$ cat src/hdl/isc_fifo.sv
module isc_fifo #(
	parameter type T     = logic,
	parameter int  DEPTH = 2
) (
	input  logic clk,
	input  logic arst_n,
	input  logic wr,
	input  T     wdata,
	output logic full,
	input  logic rd,
	output T     rdata,
	output logic empty
);
	localparam int AW = (DEPTH > 1) ? $clog2(DEPTH) : 1;
	localparam int CW = $clog2(DEPTH + 1);

	T               buf_q [DEPTH];
	logic [AW-1:0]  wp_q, rp_q;
	logic [CW-1:0]  cnt_q;

	assign full  = (cnt_q == CW'(DEPTH));
	assign empty = (cnt_q == '0);
	assign rdata = buf_q[rp_q];

	always_ff @(posedge clk) begin
		if (wr && !full) begin
			buf_q[wp_q] <= wdata;
		end
	end

	always_ff @(posedge clk or negedge arst_n) begin
		if (!arst_n) begin
			wp_q  <= '0;
			rp_q  <= '0;
			cnt_q <= '0;
		end else begin
			if (wr && !full) begin
				wp_q <= (wp_q == AW'(DEPTH - 1)) ? '0 : wp_q + 1'b1;
			end
			if (rd && !empty) begin
				rp_q <= (rp_q == AW'(DEPTH - 1)) ? '0 : rp_q + 1'b1;
			end
			case ({wr && !full, rd && !empty})
				2'b10:   cnt_q <= cnt_q + 1'b1;
				2'b01:   cnt_q <= cnt_q - 1'b1;
				default: cnt_q <= cnt_q;
			endcase
		end
	end
endmodule

$ cat config.mk
export PLATFORM = sky130hd
export DESIGN_NAME = isc_fifo
export DESIGN_NICKNAME = d
export VERILOG_FILES = /design/src/hdl/isc_fifo.sv
export SDC_FILE = /design/constraint.sdc
export NUM_CORES = 1
export LEC_CHECK = 0
export BUFFER_PORTS_ARGS = -buffer_cell sky130_fd_sc_hd__buf_2
export CORE_AREA = 3 3 40 42
export DETAILED_ROUTE_END_ITERATION = 10
export DIE_AREA = 0 0 43 45
export REMOVE_ABC_BUFFERS = 1
export SYNTH_ARGS = -nofsm -noshare
export SYNTH_HDL_FRONTEND = slang
export SYNTH_SLANG_ARGS = --single-unit
$ cat constraint.sdc
create_clock -name clk -period 3.21 [get_ports clk]
set_clock_uncertainty 0.2 [all_clocks]
set_input_delay 0.4815 -clock clk [delete_from_list [all_inputs] [get_ports clk]]
set_output_delay 0.4815 -clock clk [all_outputs]
set_load 0.02 [all_outputs]
==> run_results.csv, run 1 <==
group,metric,value,unit
outcome,status,"finished, final reports clean",
final_layout,instances_no_fill,48,
floorplanning,rows,13,
floorplanning,die_w,43,µm
worst_setup_path,critPathArrivalTime,1120,ps
place,portBuffers,7,
clocking,cts.sinks,6,
synth,synth.distinct_cells,12,
final_layout,nets,40,
grt,grt.overflow.total,0,
route,wirelength,455,µm
sta,post-route-min-period,1800,ps
sta,max_freq,0.556,GHz
route,drt_iter0_markers,7,
flow_run,drv_cap,0,
clocking,cts_resized,0,
route,first_pass_iters,2,
synth,ys_ff_latch,6,
floorplanning,die_area,1940,µm²
clocking,holdBufCountCts,1,
final_layout,nFillCells,144,
synth,syn-mean-instance-area,12.8,µm²
clocking,cts_buffers,3,
sta,tightest_slew,161,ps
sta,grt_setup_unrepaired,"false",
sta,maxSlewHeadroom,89.2,%
final_layout,drive_gt1_share,36.4,%
grt,grt_first_pass_wirelength,752,µm
power_and_ir_drop,vdd_drop_max,0.379,mV
grt,grt_use_total,6.12,%
power_and_ir_drop,power_density,1010,nW/µm²
final_layout,n_antenna_cell,0,
route,vias,182,
synth,yosysWarnings,0,
floorplanning,ioPinCount,8,
worst_setup_path,start_kind,"register",
clocking,path_clk_slew,50,ps
route,ant_nets,0,
power_and_ir_drop,leakage,0.169,nW
floorplanning,fp.dieH,45,µm
worst_setup_path,crit_type,"register to output port",
clocking,h-tree-depth,1,
route,wl_per_cell,9.48,µm
clocking,tritoncts,"built",
clocking,cts_root_buf,"clkbuf_4",
final_layout,layout_common_cells,"7 x buf_2, 4 x dfrtp_1, 3 x nor2_1, 3 x xnor2_1, 3 x clkbuf_4",
synth,netlist_area,268,µm²
synth,syn_inst,21,
sta,final_max_slew_viol_count,0,
sta,period_share,56.0,%
sta,tns,0,ps
floorplanning,core_area,1280,µm²
synth,synth_seq_area_share,59.8,%
floorplanning,start_util,20.8,%
place,dp.cells,43,
route,drc,0,
sta,setup_violations,0,
clocking,clk_latency,240,ps
sta,hold_viol_final,0,
clocking,post_cts_buffers,0,
place,dp_hpwl,342,µm
worst_setup_path,endpoint_kind,"output port",
final_layout,layout_commonest_cell,"buf_2",
grt,antenna_found_initial,0,
place,gp_congestion,0.691,
worst_setup_path,crit_fanout,2,
worst_setup_path,cp.required,2530,ps
hold_path,hold_path.class,"primary input to register",
clocking,cts_buffer_depth,2,
sta,hold_slack,225,ps
grt,grt_max_degree,5,
route,viasPerCell,3.79,
final_layout,synthToLayoutAreaGrowth,33.6,%
grt,grt_pass1_vias,174,
## cell families after synthesis
| family | after synthesis | share of synthesized area, % |
|---|---|---|
| fa+ha+maj | 1 | 4.67 |
| simple gates | 7 | 13.6 |
| mux | 1 | 4.21 |
| buf+inv | 1 | 1.40 |
| flops | 6 | 59.8 |
| xor+xnor | 5 | 16.4 |
## report_power, final
part | total [mW] | internal [mW] | leakage [nW] | switching (mW)
Combinational | 0.142 | 0.0688 | 0.0890 | 0.0737
Clock | 0.0770 | 0.0472 | 0.0150 | 0.0298
Sequential | 0.142 | 0.115 | 0.0652 | 0.0270
Total | 0.361 | 0.231 | 0.169 | 0.130
## cell usage after synthesis
library cell | instances | area (µm²)
dfrtp_1 | 4 | 100
nor2_1 | 3 | 11.3
xnor2_1 | 3 | 26.3
edfxtp_1 | 2 | 60.1
xor2_1 | 2 | 17.5
and3_1 | 1 | 6.26
ha_1 | 1 | 12.5
inv_1 | 1 | 3.75
mux2_2 | 1 | 11.3
nand2_1 | 1 | 3.75
nand2b_1 | 1 | 6.26
nor2b_2 | 1 | 8.76
## per-stage QoR
step,total power [mW],utilization (%),setup WS (ps),cell area (µm²)
floorplan,0.251,-,1500,268
global placement,0.284,25.0,1610,322
detailed placement,0.287,25.0,1580,322
CTS,0.368,27.8,1410,358
global route,0.395,27.8,1350,358
finish,0.361,27.8,1410,358
## final timing paths
check                                           from              endpoint  slack (ps)  cells past startpoint
worst max-delay path                rp_q$_DFFE_PN0P_                 rdata        1410                      2
worst min-delay path                           wdata    buf_q[0]$_DFFE_PP_         220                      1
worst max register to register  cnt_q[0]$_DFFE_PN0P_  cnt_q[1]$_DFFE_PN0P_        1620                      5
worst min register to register      rp_q$_DFFE_PN0P_      rp_q$_DFFE_PN0P_         280                      1
max in group asynchronous                     arst_n  cnt_q[1]$_DFFE_PN0P_        2320                      2
min in group asynchronous                     arst_n      rp_q$_DFFE_PN0P_         360                      2
## worst max-delay path, cell delays in order (launching register included)
cell	delay (ps)
dfrtp_1	370
mux2_2	340
buf_2	160
## layer usage
metal / vias up / global-route usage [%] / part of all wire (%)
li1: 91 / - / -
met1: 81 / 7.39 / 48
met2: 10 / 6.29 / 36
met3: 0 / 7.57 / 15
met4: 0 / 1.81 / 0
met5: - / 0 / 0
## state kept, by name, summed over array words and instances (netlist names)
signal,cells
wp_q,1
buf_q,2
rp_q,1
cnt_q,2
## area by class of cell
| cell class | instances | area (µm²) | share of cell area, % |
|---|---|---|---|
| Clock buffer | 4 | 26.3 | 7.34 |
| Inverter | 1 | 3.75 | 1.05 |
| Multi-Input combinational cell | 14 | 104 | 29.0 |
| Sequential cell | 6 | 160 | 44.8 |
| Tap cell | 15 | 18.8 | 5.24 |
| Timing Repair Buffer | 8 | 45.0 | 12.6 |
No activity file was read; power rests on OpenSTA's default activity.
==> inputs of run 2 (changes only) <==
==> constraint.sdc (replaced) <==
create_clock -name clk -period 1.6 [get_ports clk]
set_clock_uncertainty 0.2 [all_clocks]
set_input_delay 0.24 -clock clk [delete_from_list [all_inputs] [get_ports clk]]
set_output_delay 0.24 -clock clk [all_outputs]
set_load 0.02 [all_outputs]
==> run_results.csv, run 2 (synthesis results as in run 1) <==
group,metric,value,unit
outcome,status,"finished, final reports clean",
worst_setup_path,path_cells,"mux2_2 -> buf_2",
final_layout,layout_common_cells,"7 x buf_2, 3 x clkbuf_4, 3 x dfrtp_1, 3 x buf_4",
route,wl_per_cell,10.4,µm
final_layout,instances_no_fill,52,
clocking,cts.sinks,6,
grt,grt_use_total,6.54,%
worst_setup_path,r2r-end,"cnt_q[1]$_DFFE_PN0P_",
worst_setup_path,critPathSlowestCell,"dfrtp_1",
route,ant_nets,0,
worst_setup_path,endpoint_kind,"output port",
place,dp_hpwl,378,µm
clocking,cts_buffers,3,
sta,tightest_slew,159,ps
grt,grt_max_degree,5,
clocking,tritoncts,"built",
worst_setup_path,critPathTopFamily,"flip-flops",
worst_setup_path,reg2reg_slack,80,ps
place,dp.cells,44,
route,vias,201,
worst_setup_path,crit_fanout,2,
worst_setup_path,crit_type,"register to output port",
place,portBuffers,7,
sta,setup_violations,0,
power_and_ir_drop,leakage,0.198,nW
clocking,cts_buffer_depth,2,
worst_setup_path,path_depth,2,
sta,hold_slack,122,ps
power_and_ir_drop,vdd_drop_max,0.800,mV
grt,antenna_found_initial,0,
sta,worst_slack,76.4,ps
sta,final_max_slew_viol_count,0,
clocking,cts_root_buf,"clkbuf_4",
worst_setup_path,cp_num_buf_inv,1,
worst_setup_path,critPathLaunch,"rp_q$_DFFE_PN0P_",
final_layout,n_antenna_cell,0,
power_and_ir_drop,power_density,2060,nW/µm²
grt,grt_first_pass_wirelength,855,µm
grt,grt.overflow.total,0,
route,first_pass_iters,1,
place,pre_cts_slack,24.7,ps
floorplanning,die_area,1940,µm²
floorplanning,start_util,20.8,%
route,drt_iter0_markers,0,
worst_setup_path,rr_startpoint,"cnt_q[0]$_DFFE_PN0P_",
final_layout,synthToLayoutAreaGrowth,57.5,%
sta,maxSlewHeadroom,89.4,%
route,drc,0,
sta,period_share,95.2,%
sta,max_freq,0.656,GHz
final_layout,nets,44,
final_layout,top_regs,"buf_q x2, cnt_q x2",
sta,grt_setup_unrepaired,"false",
worst_setup_path,crit_path_end,"rdata",
floorplanning,core_area,1280,µm²
final_layout,drive_gt1_share,59.5,%
clocking,clk_latency,240,ps
worst_setup_path,rr_worst_depth,6,
power_and_ir_drop,p_total,0.870,mW
clocking,path_clk_slew,50,ps
floorplanning,rows,13,
worst_setup_path,slowest_delay,350,ps
route,wirelength,540,µm
floorplanning,fp.dieH,45,µm
sta,post-route-min-period,1520,ps
final_layout,layout_commonest_cell,"buf_2",
sta,hold_viol_final,0,
worst_setup_path,cp.required,1160,ps
place,gp_congestion,0.669,
worst_setup_path,critPathArrivalTime,1080,ps
worst_setup_path,start_kind,"register",
floorplanning,ioPinCount,8,
hold_path,hold_path.class,"primary input to asynchronous set/reset pin",
floorplanning,die_w,43,µm
route,viasPerCell,3.87,
grt,grt_pass1_vias,205,
clocking,h-tree-depth,1,
flow_run,drv_cap,0,
-- run 2: power by group --
part	internal, mW	switching (mW)
Clock	0.0947	0.0586
Combinational	0.225	0.195
Sequential	0.233	0.0633
Total	0.553	0.317
-- run 2: worst min path at each step --
stage | depth (start not counted) | from | slack (ps) | to
floorplan | 0 | arst_n | -260 | cnt_q[0]$_DFFE_PN0P_
global placement | 1 | arst_n | -150 | rp_q$_DFFE_PN0P_
detailed placement | 1 | arst_n | -150 | rp_q$_DFFE_PN0P_
CTS | 2 | arst_n | 120 | rp_q$_DFFE_PN0P_
global route | 2 | arst_n | 140 | rp_q$_DFFE_PN0P_
finish | 2 | arst_n | 120 | rp_q$_DFFE_PN0P_
-- run 2: timing repair --
action / 4_1_cts / 5_1_grt
setup buffers: 0 / 2
hold buffers: 2 / 0
endpoints found under the hold margin: 6 / 0
setup endpoints to repair: 0 / 2
gates resized for setup: 0 / 8
-- run 2: per-layer routing --
metal / wire, µm / track usage, % / share of wire [%] / vias up
met5: 0 / 0 / 0 / -
met2: 235 / 8.38 / 44 / 10
met3: 75 / 6.37 / 14 / 0
li1: - / - / - / 102
met4: 0 / 1.81 / 0 / 0
met1: 228 / 7.64 / 42 / 89
-- run 2: final cells by class --
type / instances / area (µm²)
fillers: 137 / 863
multi-input cells: 14 / 134
well taps: 15 / 18.8
inverters: 1 / 3.75
flip-flops and latches: 6 / 161
clock buffers: 4 / 26.3
repair buffers: 12 / 77.6
-- run 2: through the flow --
step	util [%]	instance area, µm²	TNS [ps]
6_report	32.8	422	0
3_5_place_dp	25.6	329	0
3_3_place_gp	25.6	329	0
5_1_grt	32.8	422	0
4_1_cts	29.2	375	0
2_1_floorplan	-	268	-132
