### src/hdl/isc_pkg.sv
package isc_pkg;

	localparam int MAX_ENTRIES = 64;
	localparam int SLOT_BITS   = 6;
	localparam int MAX_RESULTS = 8;
	localparam logic [9:0] MS_PER_S = 10'd1000;

	localparam logic [1:0] REQ_DATA   = 2'd0;
	localparam logic [1:0] REQ_TICK   = 2'd1;
	localparam logic [1:0] REQ_ADD    = 2'd2;
	localparam logic [1:0] REQ_REMOVE = 2'd3;

	localparam logic [2:0] STAT_DONE     = 3'd0;
	localparam logic [2:0] STAT_REPORT   = 3'd1;
	localparam logic [2:0] STAT_NOTFOUND = 3'd2;
	localparam logic [2:0] STAT_FULL     = 3'd3;
	localparam logic [2:0] STAT_ZERO_IVL = 3'd4;

	localparam logic [2:0] KIND_PER_SEC = 3'd0;
	localparam logic [2:0] KIND_ISUM    = 3'd1;
	localparam logic [2:0] KIND_TSUM    = 3'd2;
	localparam logic [2:0] KIND_SNAP    = 3'd3;
	localparam logic [2:0] KIND_MEAN    = 3'd4;

	// command codes between front and back
	localparam logic [1:0] CMD_DATA = 2'd0;
	localparam logic [1:0] CMD_TICK = 2'd1;
	localparam logic [1:0] CMD_ADD  = 2'd2;
	localparam logic [1:0] CMD_RESP = 2'd3;

	typedef struct packed {
		logic [1:0]             op;
		logic [SLOT_BITS-1:0]   slot;
		logic [2:0]             status;
		logic [31:0]            sample;
		logic [63:0]            now;
		logic [2:0]             kind;
		logic [15:0]            ival;
		logic [31:0]            mul;
		logic [31:0]            dv;
		logic [MAX_ENTRIES-1:0] mask;
	} isc_cmd_t;

	typedef struct packed {
		logic [2:0]  status;
		logic [2:0]  entry;
		logic [63:0] value;
		logic        last;
	} isc_res_t;

	typedef struct packed {
		logic [2:0]  kind;
		logic [15:0] ival;
		logic [31:0] mul;
		logic [31:0] dv;
		logic [63:0] last_rep;
		logic [63:0] isum;
		logic [63:0] tsum;
		logic [31:0] cnt;
	} isc_rec_t;

endpackage

### src/hdl/isc_front.sv
module isc_front #(
	parameter int ENTRIES = 8
) (
	input  logic             clk,
	input  logic             arst_n,
	input  logic             accept,
	input  logic [1:0]       req_type,
	input  logic [2:0]       entry_id,
	input  logic [31:0]      sample_value,
	input  logic [63:0]      now_ms,
	input  logic [2:0]       stat_kind,
	input  logic [15:0]      interval_s,
	input  logic [31:0]      mul_coef,
	input  logic [31:0]      div_coef,
	output isc_pkg::isc_cmd_t cmd
);
	import isc_pkg::*;

	localparam int SW = (ENTRIES > 1) ? $clog2(ENTRIES) : 1;

	logic [ENTRIES-1:0] valid_q;
	logic [SW-1:0]      id_idx, free_idx;
	logic               id_ok, found, free_found;

	always_comb begin
		id_idx = SW'(entry_id);
		id_ok  = ({29'b0, entry_id} < 32'(ENTRIES));
		found  = id_ok && valid_q[id_idx];
		free_found = 1'b0;
		free_idx   = '0;
		for (int i = ENTRIES - 1; i >= 0; i--) begin
			if (!valid_q[i]) begin
				free_found = 1'b1;
				free_idx   = SW'(i);
			end
		end
	end

	always_comb begin
		cmd        = '0;
		cmd.sample = sample_value;
		cmd.now    = now_ms;
		cmd.kind   = stat_kind;
		cmd.ival   = interval_s;
		cmd.mul    = mul_coef;
		cmd.dv     = div_coef;
		cmd.mask   = MAX_ENTRIES'(valid_q);
		cmd.slot   = SLOT_BITS'(entry_id);
		case (req_type)
			REQ_DATA: begin
				cmd.op     = found ? CMD_DATA : CMD_RESP;
				cmd.status = STAT_NOTFOUND;
			end
			REQ_TICK: begin
				cmd.op = CMD_TICK;
			end
			REQ_ADD: begin
				if (interval_s == '0) begin
					cmd.op     = CMD_RESP;
					cmd.status = STAT_ZERO_IVL;
					cmd.slot   = '0;
				end else if (!free_found) begin
					cmd.op     = CMD_RESP;
					cmd.status = STAT_FULL;
					cmd.slot   = '0;
				end else begin
					cmd.op   = CMD_ADD;
					cmd.slot = SLOT_BITS'(free_idx);
				end
			end
			default: begin
				cmd.op     = CMD_RESP;
				cmd.status = found ? STAT_DONE : STAT_NOTFOUND;
			end
		endcase
	end

	// slot occupancy is tracked here, in accept order
	always_ff @(posedge clk or negedge arst_n) begin
		if (!arst_n) begin
			valid_q <= '0;
		end else if (accept) begin
			if (req_type == REQ_ADD && interval_s != '0 && free_found) begin
				valid_q[free_idx] <= 1'b1;
			end else if (req_type == REQ_REMOVE && found) begin
				valid_q[id_idx] <= 1'b0;
			end
		end
	end
endmodule

### config.mk
export PLATFORM = sky130hd
export DESIGN_NAME = isc_front
export DESIGN_NICKNAME = d
export VERILOG_FILES = /design/src/hdl/isc_pkg.sv /design/src/hdl/isc_front.sv
export SDC_FILE = /design/constraint.sdc
export NUM_CORES = 1
export LEC_CHECK = 0
export BUFFER_PORTS_ARGS = -buffer_cell sky130_fd_sc_hd__buf_2
export CORE_AREA = 5 5 168 170
export DETAILED_ROUTE_END_ITERATION = 7
export DIE_AREA = 0 0 173 175
export PLACE_DENSITY_LB_ADDON = 0.05
export SLEW_MARGIN = 20
export SYNTH_ARGS = -nofsm -noshare
export SYNTH_HDL_FRONTEND = slang
export SYNTH_SLANG_ARGS = --single-unit
### constraint.sdc
create_clock -name clk -period 1.9 [get_ports clk]
set_clock_uncertainty 0.15 [all_clocks]
set_input_delay 0.38 -clock clk [delete_from_list [all_inputs] [get_ports clk]]
set_output_delay 0.38 -clock clk [all_outputs]
set_load 0.02 [all_outputs]
==> metrics list, run 1 <==
* Data arrival time at the worst-slack endpoint: 1.56 ns
- Drt first pass iters: 4
- Final hold violations: 0
* Setup slack of the most critical reg-to-reg path: 0.19 ns
- In the final layout, the share of cells above drive strength 1 is 56.8%.
- HPWL reported at the end of detailed placement: 6440 µm
* Type of origin of the critical path: flop
- CTS built an H-tree with a depth of 1.
* Biggest register: valid_q
* Antenna cells: 0
- Setup violations remaining at the end of the flow were counted as 7.
- First-pass GRT wire length: 10600 µm
- Static Leakage: 1.07 nW
- Post-route DRC: 0
- The final reports fail on negative setup slack.
- Global route total overflow: 0
- Count of routing violations after the opening detailed-route iteration: 24
- The number of antenna violations at the first check in global routing came to 0.
- Critical path buffer and inverter count: 3
- In the layout the commonest cells are sky130_fd_sc_hd__conb_1, sky130_fd_sc_hd__buf_4, sky130_fd_sc_hd__buf_2.
- Crit-path slowest cell: sky130_fd_sc_hd__dfrtp_2
* Placed Cells incl. Taps: 588
* Power per cell area: 776 nW/µm²
- Standard cell core area: 26600 µm²
- Across all setup checks in the final design, the least slack found is -0.190 ns.
- TritonCTS clock tree: done
- Layout Cells excl Fill: 607
- Largest buffer count on any clock path: 2
- Max Cap Violations: 0
- Worst ir drop on vdd: 0.187 mV
* Post-route fraction of the period consumed by the critical path: 110%
- Global-route usage over all layers: 4.48%
- Critical Path RT: 1.37 ns
* Area growth, synth to finish: -2.17%
- The initial utilization of the core area, before any placement, comes to 9.54%.
- The floorplan step set the die height to 175 µm.
* DR WL/cell: 12.0 µm
- The largest single stage delay on the critical path is 0.42 ns.
* Source-to-sink clock delay at the later pin of the worst-skew pair: 0.23 ns
- Setup repair after global routing could not meet its margin everywhere.
- Die width: 173 µm
- Worst setup slack after placement: -0.318 ns
- Time the worst path needs with I/O delays and setup: 2.09 ns
* R2R Path Start: valid_q[0]
- Clock tree synthesis inserted a total of 3 buffers.
* Destination of the worst register-to-register timing path: valid_q[7]
- Row generation in the floorplan step produced 60 rows.
* Gate count of the mapped netlist: 329
* IO Pins: 441
- Biggest fanout along the worst timing path: 3
- # clock sinks: 8
- Leading cell types by total area after synthesis: sky130_fd_sc_hd__buf_4, sky130_fd_sc_hd__dfrtp_1, sky130_fd_sc_hd__nor4_2, sky130_fd_sc_hd__nand2_1, sky130_fd_sc_hd__mux2i_1
* Crit Path Class: flop to output port
* Drt via density: 2.57
- Total of buffers placed on input and output ports: 55
- Total count of max-transition violations in the final report: 0
- Cell type group with the largest total delay on the critical path: compound AO/OA/AOI/OAI gates
- Clock-pin slew on the worst setup and hold paths: 0.04 ns
- Counting stages on the worst path, the most repeated cell is sky130_fd_sc_hd__buf_6.
- The run finished, with violations left.
- Of the post-synthesis cell area, the dominant cell type holds 70.5%.
- Counting the fill cells in the layout gives 3140.
- Final Wtd Congestion: 0.619
* DRT Wirelength: 7310 µm
* Flip-flop count of the largest register, all copies and words added: 8
- Synth Warn #: 0
* Flops & latches, synth: 8
- After synthesis, the mean cell area works out to 7.70 µm².
- Worst Reg2Reg Path Length in Cells: 5
* Layout Nets: 455
- Count of vias placed by the detailed router: 1562
- Hold Path Class: input pin to asynchronous set/reset pin
* Top flop regs: valid_q x8
- Timing would allow up to 478 MHz.
- Count of antenna-violating nets left after detailed routing: 0
* Die area: 30300 µm²
* Cell area after technology mapping: 2530 µm²
- Root buf cell: sky130_fd_sc_hd__clkbuf_16
* Pin count of the biggest net entering global routing: 10
- In the final timing run, aggregate negative setup slack is -1.09 ns.
- Synth cell types: 34
- Summing the sequential cell areas from Yosys gives 7.90% of the chip area.
- Walking the worst path, the cells encountered are buf_6, buf_6, a311o_1, o21ai_2, buf_6.
- Element type at the critical path end: output port
- Vias in the first global route: 1678
- Cell taking the most area after synthesis: sky130_fd_sc_hd__buf_4
repair_timing:
action,CTS,global route
endpoints found under the setup margin,8,8
setup buffers,10,5
resized for setup,44,17
pin swaps,9,13
hold buffers,1,0
endpoints found under the hold margin,8,0
cell type report:
class | count | area [µm²] | area share (%)
repair buffers | 119 | 852 | 34.4
clock buffers | 3 | 75.1 | 3.03
well taps | 341 | 427 | 17.2
flip-flops and latches | 8 | 204 | 8.22
multi-input cells | 133 | 911 | 36.7
inverters | 3 | 11.3 | 0.454
where the power goes:
part / leakage (nW) / switching [mW] / internal [mW] / total [mW]
combinational: 0.947 / 0.692 / 0.593 / 1.28
sequential: 0.0845 / 0.0619 / 0.226 / 0.288
clock: 0.0370 / 0.0816 / 0.271 / 0.353
total: 1.07 / 0.836 / 1.09 / 1.93
layer usage:
metal	track usage, %	up-vias	share of wire [%]
met1	4.83	688	38
met3	1.73	74	12
li1	-	647	-
met5	0	-	0
met4	3.46	0	6.7
met2	7.10	153	44
synth_stat cells, drive strengths merged:
cell     number
or2           1
nor3b         1
nor4          4
nand3         5
buf         243
o41ai         2
nor3          3
nand2        13
nand2b        2
a41oi         3
a211oi        1
inv           3
o31ai         3
and4          1
a31oi         2
mux2i         4
nand4         4
conb          1
a311o         1
a41o          1
nor2          4
a21oi         4
a2bb2oi       1
dfrtp         8
o21ai         7
nor2b         1
a32o          1
a21boi        1
o21bai        1
nand3b        3
logic make-up after synthesis:
logic type | count (synthesis) | synth area share, %
buf+inv | 246 | 72.2
flops | 8 | 7.90
compound gates | 28 | 8.44
mux | 4 | 1.58
other cells | 1 | 0.148
simple gates | 42 | 9.77
how the worst max path moves through the flow:
| stage | to | cells after the start | start | slack (ns) |
|---|---|---|---|---|
| 6_report | cmd[247] | 5 | valid_q[2] | -0.19 |
| 5_1_grt | cmd[252] | 7 | interval_s[15] | -0.27 |
| 4_1_cts | cmd[247] | 5 | valid_q[2] | -0.24 |
| 3_5_place_dp | cmd[244] | 7 | interval_s[11] | -0.32 |
| 3_3_place_gp | cmd[244] | 7 | interval_s[11] | -0.31 |
| 2_1_floorplan | cmd[246] | 5 | valid_q[0] | -0.1 |
metrics by stage:
step | hold slack (ns) | util (%) | area [µm²] | power [mW]
after detailed placement | 0.111 | 7.58 | 2010 | 1.33
after floorplan | -0.0656 | - | 2770 | 1.35
after global routing | 0.424 | 9.33 | 2480 | 2.06
final | 0.392 | 9.33 | 2480 | 1.93
after CTS | 0.417 | 8.81 | 2340 | 1.87
after global placement | 0.104 | 7.58 | 2010 | 1.36
No activity file was read; power rests on OpenSTA's default activity.
==> run 2, diff against run 1 <==
--- a/config.mk
+++ b/config.mk
@@ -9,7 +9,7 @@
 export CORE_AREA = 5 5 168 170
 export DETAILED_ROUTE_END_ITERATION = 7
 export DIE_AREA = 0 0 173 175
-export PLACE_DENSITY_LB_ADDON = 0.05
+export PLACE_DENSITY = 0.38
 export SLEW_MARGIN = 20
 export SYNTH_ARGS = -nofsm -noshare
 export SYNTH_HDL_FRONTEND = slang
==> run 2 against run 1 <==
Net effect:
- the flow still finishes with violations (negative setup slack)
- wire length is 19% higher
- highest routed layer unchanged
- sequential share of layout area is 0.90 points higher
- utilization is 0.97 points lower
- sequential power up 3%
- clock-buffer cell count stayed put
- power shrank 17%
- die area did not move
- largest power group unchanged
- critical path type is now input pin to output port
==> metrics list, run 2 (same netlist as run 1, synthesis figures left out) <==
- The flow ran to the end, but the final reports show violations.
- The final reports fail on negative setup slack.
* Die width: 173 µm (unchanged)
* Vertical extent of the die: 175 µm (unchanged)
- Met3 routing resource usage after global routing: 3.70% (+2.0 points)
- TritonCTS clock tree: done
- In this run the most critical hold path is launched from accept.
- Destination of the worst register-to-register timing path: valid_q[1]
* Standard cell core area: 26600 µm² (unchanged)
- IO Pins: 441 (unchanged)
- Busiest layer in global routing: met2
* Switching power: 0.717 mW (-14%)
- Flip-flop count of the largest register, all copies and words added: 8 (unchanged)
- The final standard cell utilization of the core came to 8.36% (-0.97 points).
* Max Cap Violations: 0 (unchanged)
- Design internal power: 0.889 mW (-18%)
* Type of origin of the critical path: input pin
- DR WL/cell: 14.8 µm (+23%)
* Data arrival time at the worst-slack endpoint: 1.65 ns (+0.09 ns)
- The number of DRC violations after detailed routing came to 0 (unchanged).
- The detailed placer's ending HPWL was 7690 µm (+19%).
- Switching share of power: 44.6% (+1.2 points)
- The required time at the endpoint of the critical path is 1.37 ns (about the same).
- Final hold violations: 0 (unchanged)
- Element type at the critical path end: output port
- Worst hold margin: 0.378 ns (-0.0149 ns)
- The setup slack of the critical path after layout came to -0.277 ns (-0.0863 ns).
- The fmax came to 459 MHz (-4.0%).
* Total Neg Setup Slack: -1.30 ns (-0.207 ns)
- The total number of H-tree levels was 1 (unchanged).
- Biggest register: valid_q
- The latest clock arrival within the worst-skew pair was 0.23 ns (about the same).
- The number of clock buffers inserted by TritonCTS came to 3 (unchanged).
- The clock network power share was 22.5% (+4.2 points).
- The number of vias in the routed layout came to 1535 (-1.7%).
- The antenna violation net count after detailed routing is 0 (unchanged).
* Final Wtd Congestion: 0.718 (+16%)
* Die area: 30300 µm² (unchanged)
- The worst hold path passes through 4 cells.
- The leakage power summed over all cells came to 0.952 nW (-11%).
- Top flop regs: valid_q x8
- The placed instance count was 577 (-1.9%).
* Crit Path Class: input pin to output port
* Pin count of the biggest net entering global routing: 10 (unchanged)
- The path class of the tightest hold or removal check is input pin to flop.
* Area growth, synth to finish: -12.4%
* Largest buffer count on any clock path: 2 (unchanged)
* DRT Wirelength: 8670 µm (+19%)
- Biggest fanout along the worst timing path: 5 (+2)
- Final count of negative-setup-slack endpoints: 8 (+1)
- The wire length of the first global-routing pass was 11200 µm (+5.7%).
- R2R Path Start: valid_q[3]
- The count of routing violations after the opening detailed-route iteration is 27 (+13%).
* Root buf cell: sky130_fd_sc_hd__clkbuf_16
- The count of antenna diodes in the layout came to 0 (unchanged).
- Setup repair after global routing could not meet its margin everywhere.
- Setup slack of the most critical reg-to-reg path: 0.19 ns (about the same)
- # clock sinks: 8 (unchanged)
- The worst IR drop on VDD was 0.221 mV (+18%).
* Fraction of final layout cells sized beyond drive strength 1: 49.2% (-7.6 points)
* Post-route fraction of the period consumed by the critical path: 115% (+4.5 points)
* Global-route usage over all layers: 5.13% (+0.64 points)
* Drt via density: 2.62 (+2.0%)
- Layout Nets: 433 (-4.8%)
* Row Count: 60 (unchanged)
- Share of total power in combinational logic: 59.1% (-7.6 points)
* Power per cell area: 723 nW/µm² (-6.9%)
* Worst Reg2Reg Path Length in Cells: 7 (+2)
- Register share of total power: 18.4% (+3.5 points)
- In the layout the commonest cells are sky130_fd_sc_hd__conb_1, sky130_fd_sc_hd__buf_2, sky130_fd_sc_hd__buf_4.
- The effective utilization at floorplan was 9.54% (unchanged).
* Capture endpoint of the worst hold path: valid_q[4]
- Clock-pin slew on the worst setup and hold paths: 0.04 ns (about the same)
* Layout Cells excl Fill: 585 (-3.6%)
- The library cell used most frequently in the layout, excluding fill and tap cells, is sky130_fd_sc_hd__conb_1.
- The via count of the first global-routing pass is 1576 (-6.1%).
- The overflow left after global routing came to 0 (unchanged).
* Time the worst path needs with I/O delays and setup: 2.18 ns (+0.0863 ns)
- The number of iterations in the first detailed-routing pass is 4 (unchanged).
* Met2 GRT Util: 9.06% (+2.0 points)
- The number of antenna violations at the first check in global routing was 2 (+2).
- The global-route track usage on met1 is 3.47% (-1.4 points).
- Total of buffers placed on input and output ports: 55 (unchanged)
- Total count of max-transition violations in the final report: 0 (unchanged)
## run 2: worst max-delay path by stage
stage / start / depth (start not counted) / slack (ns) / endpoint
after floorplan: valid_q[0] / 5 / -0.1 / cmd[246]
after global placement: interval_s[12] / 8 / -0.36 / cmd[244]
after detailed placement: interval_s[12] / 8 / -0.35 / cmd[244]
after CTS: interval_s[1] / 8 / -0.29 / cmd[244]
after global routing: interval_s[1] / 8 / -0.35 / cmd[244]
final: interval_s[1] / 8 / -0.28 / cmd[244]
## run 2: critical path, cell delays in order
cell,delay (ns)
sky130_fd_sc_hd__buf_8,0.10
sky130_fd_sc_hd__nor4_4,0.25
sky130_fd_sc_hd__buf_4,0.16
sky130_fd_sc_hd__nand4_1,0.20
sky130_fd_sc_hd__buf_4,0.22
sky130_fd_sc_hd__a21oi_2,0.13
sky130_fd_sc_hd__o21ai_2,0.07
sky130_fd_sc_hd__buf_6,0.13
## run 2: power by group through the flow
stage / sequential [mW] / clock, mW / combinational (mW)
CTS: 0.296 / 0.366 / 0.948
finish: 0.296 / 0.361 / 0.949
global route: 0.302 / 0.375 / 1.03
detailed placement: 0.294 / 0 / 0.849
floorplan: 0.350 / 0 / 0.996
global placement: 0.300 / 0 / 0.852
## run 2: area by class of cell
cell class / count / area [µm²]
fillers: 3121 / 24400
clock buffers: 3 / 75.1
inverters: 3 / 11.3
repair buffers: 97 / 666
flip-flops and latches: 8 / 203
well taps: 341 / 427
multi-input cells: 133 / 840
## run 2: metrics by stage
step	setup slack [ns]	total power [mW]	area (µm²)
floorplan	-0.0978	1.35	2770
global placement	-0.360	1.15	1930
detailed placement	-0.349	1.14	1930
CTS	-0.293	1.61	2190
global route	-0.355	1.71	2220
finish	-0.277	1.61	2220
## run 2: metal layers
layer / vias up / wire (µm)
li1: 604 / -
met4: 0 / 705
met2: 205 / 4380
met1: 646 / 2030
met3: 80 / 1560
met5: - / 0
## run 2: repair_timing
action	CTS	global route
hold buffers	1	0
endpoints found under the hold margin	8	0
buffers inserted	3	1
setup endpoints to repair	8	8
pin swaps	14	3
gates resized for setup	36	4
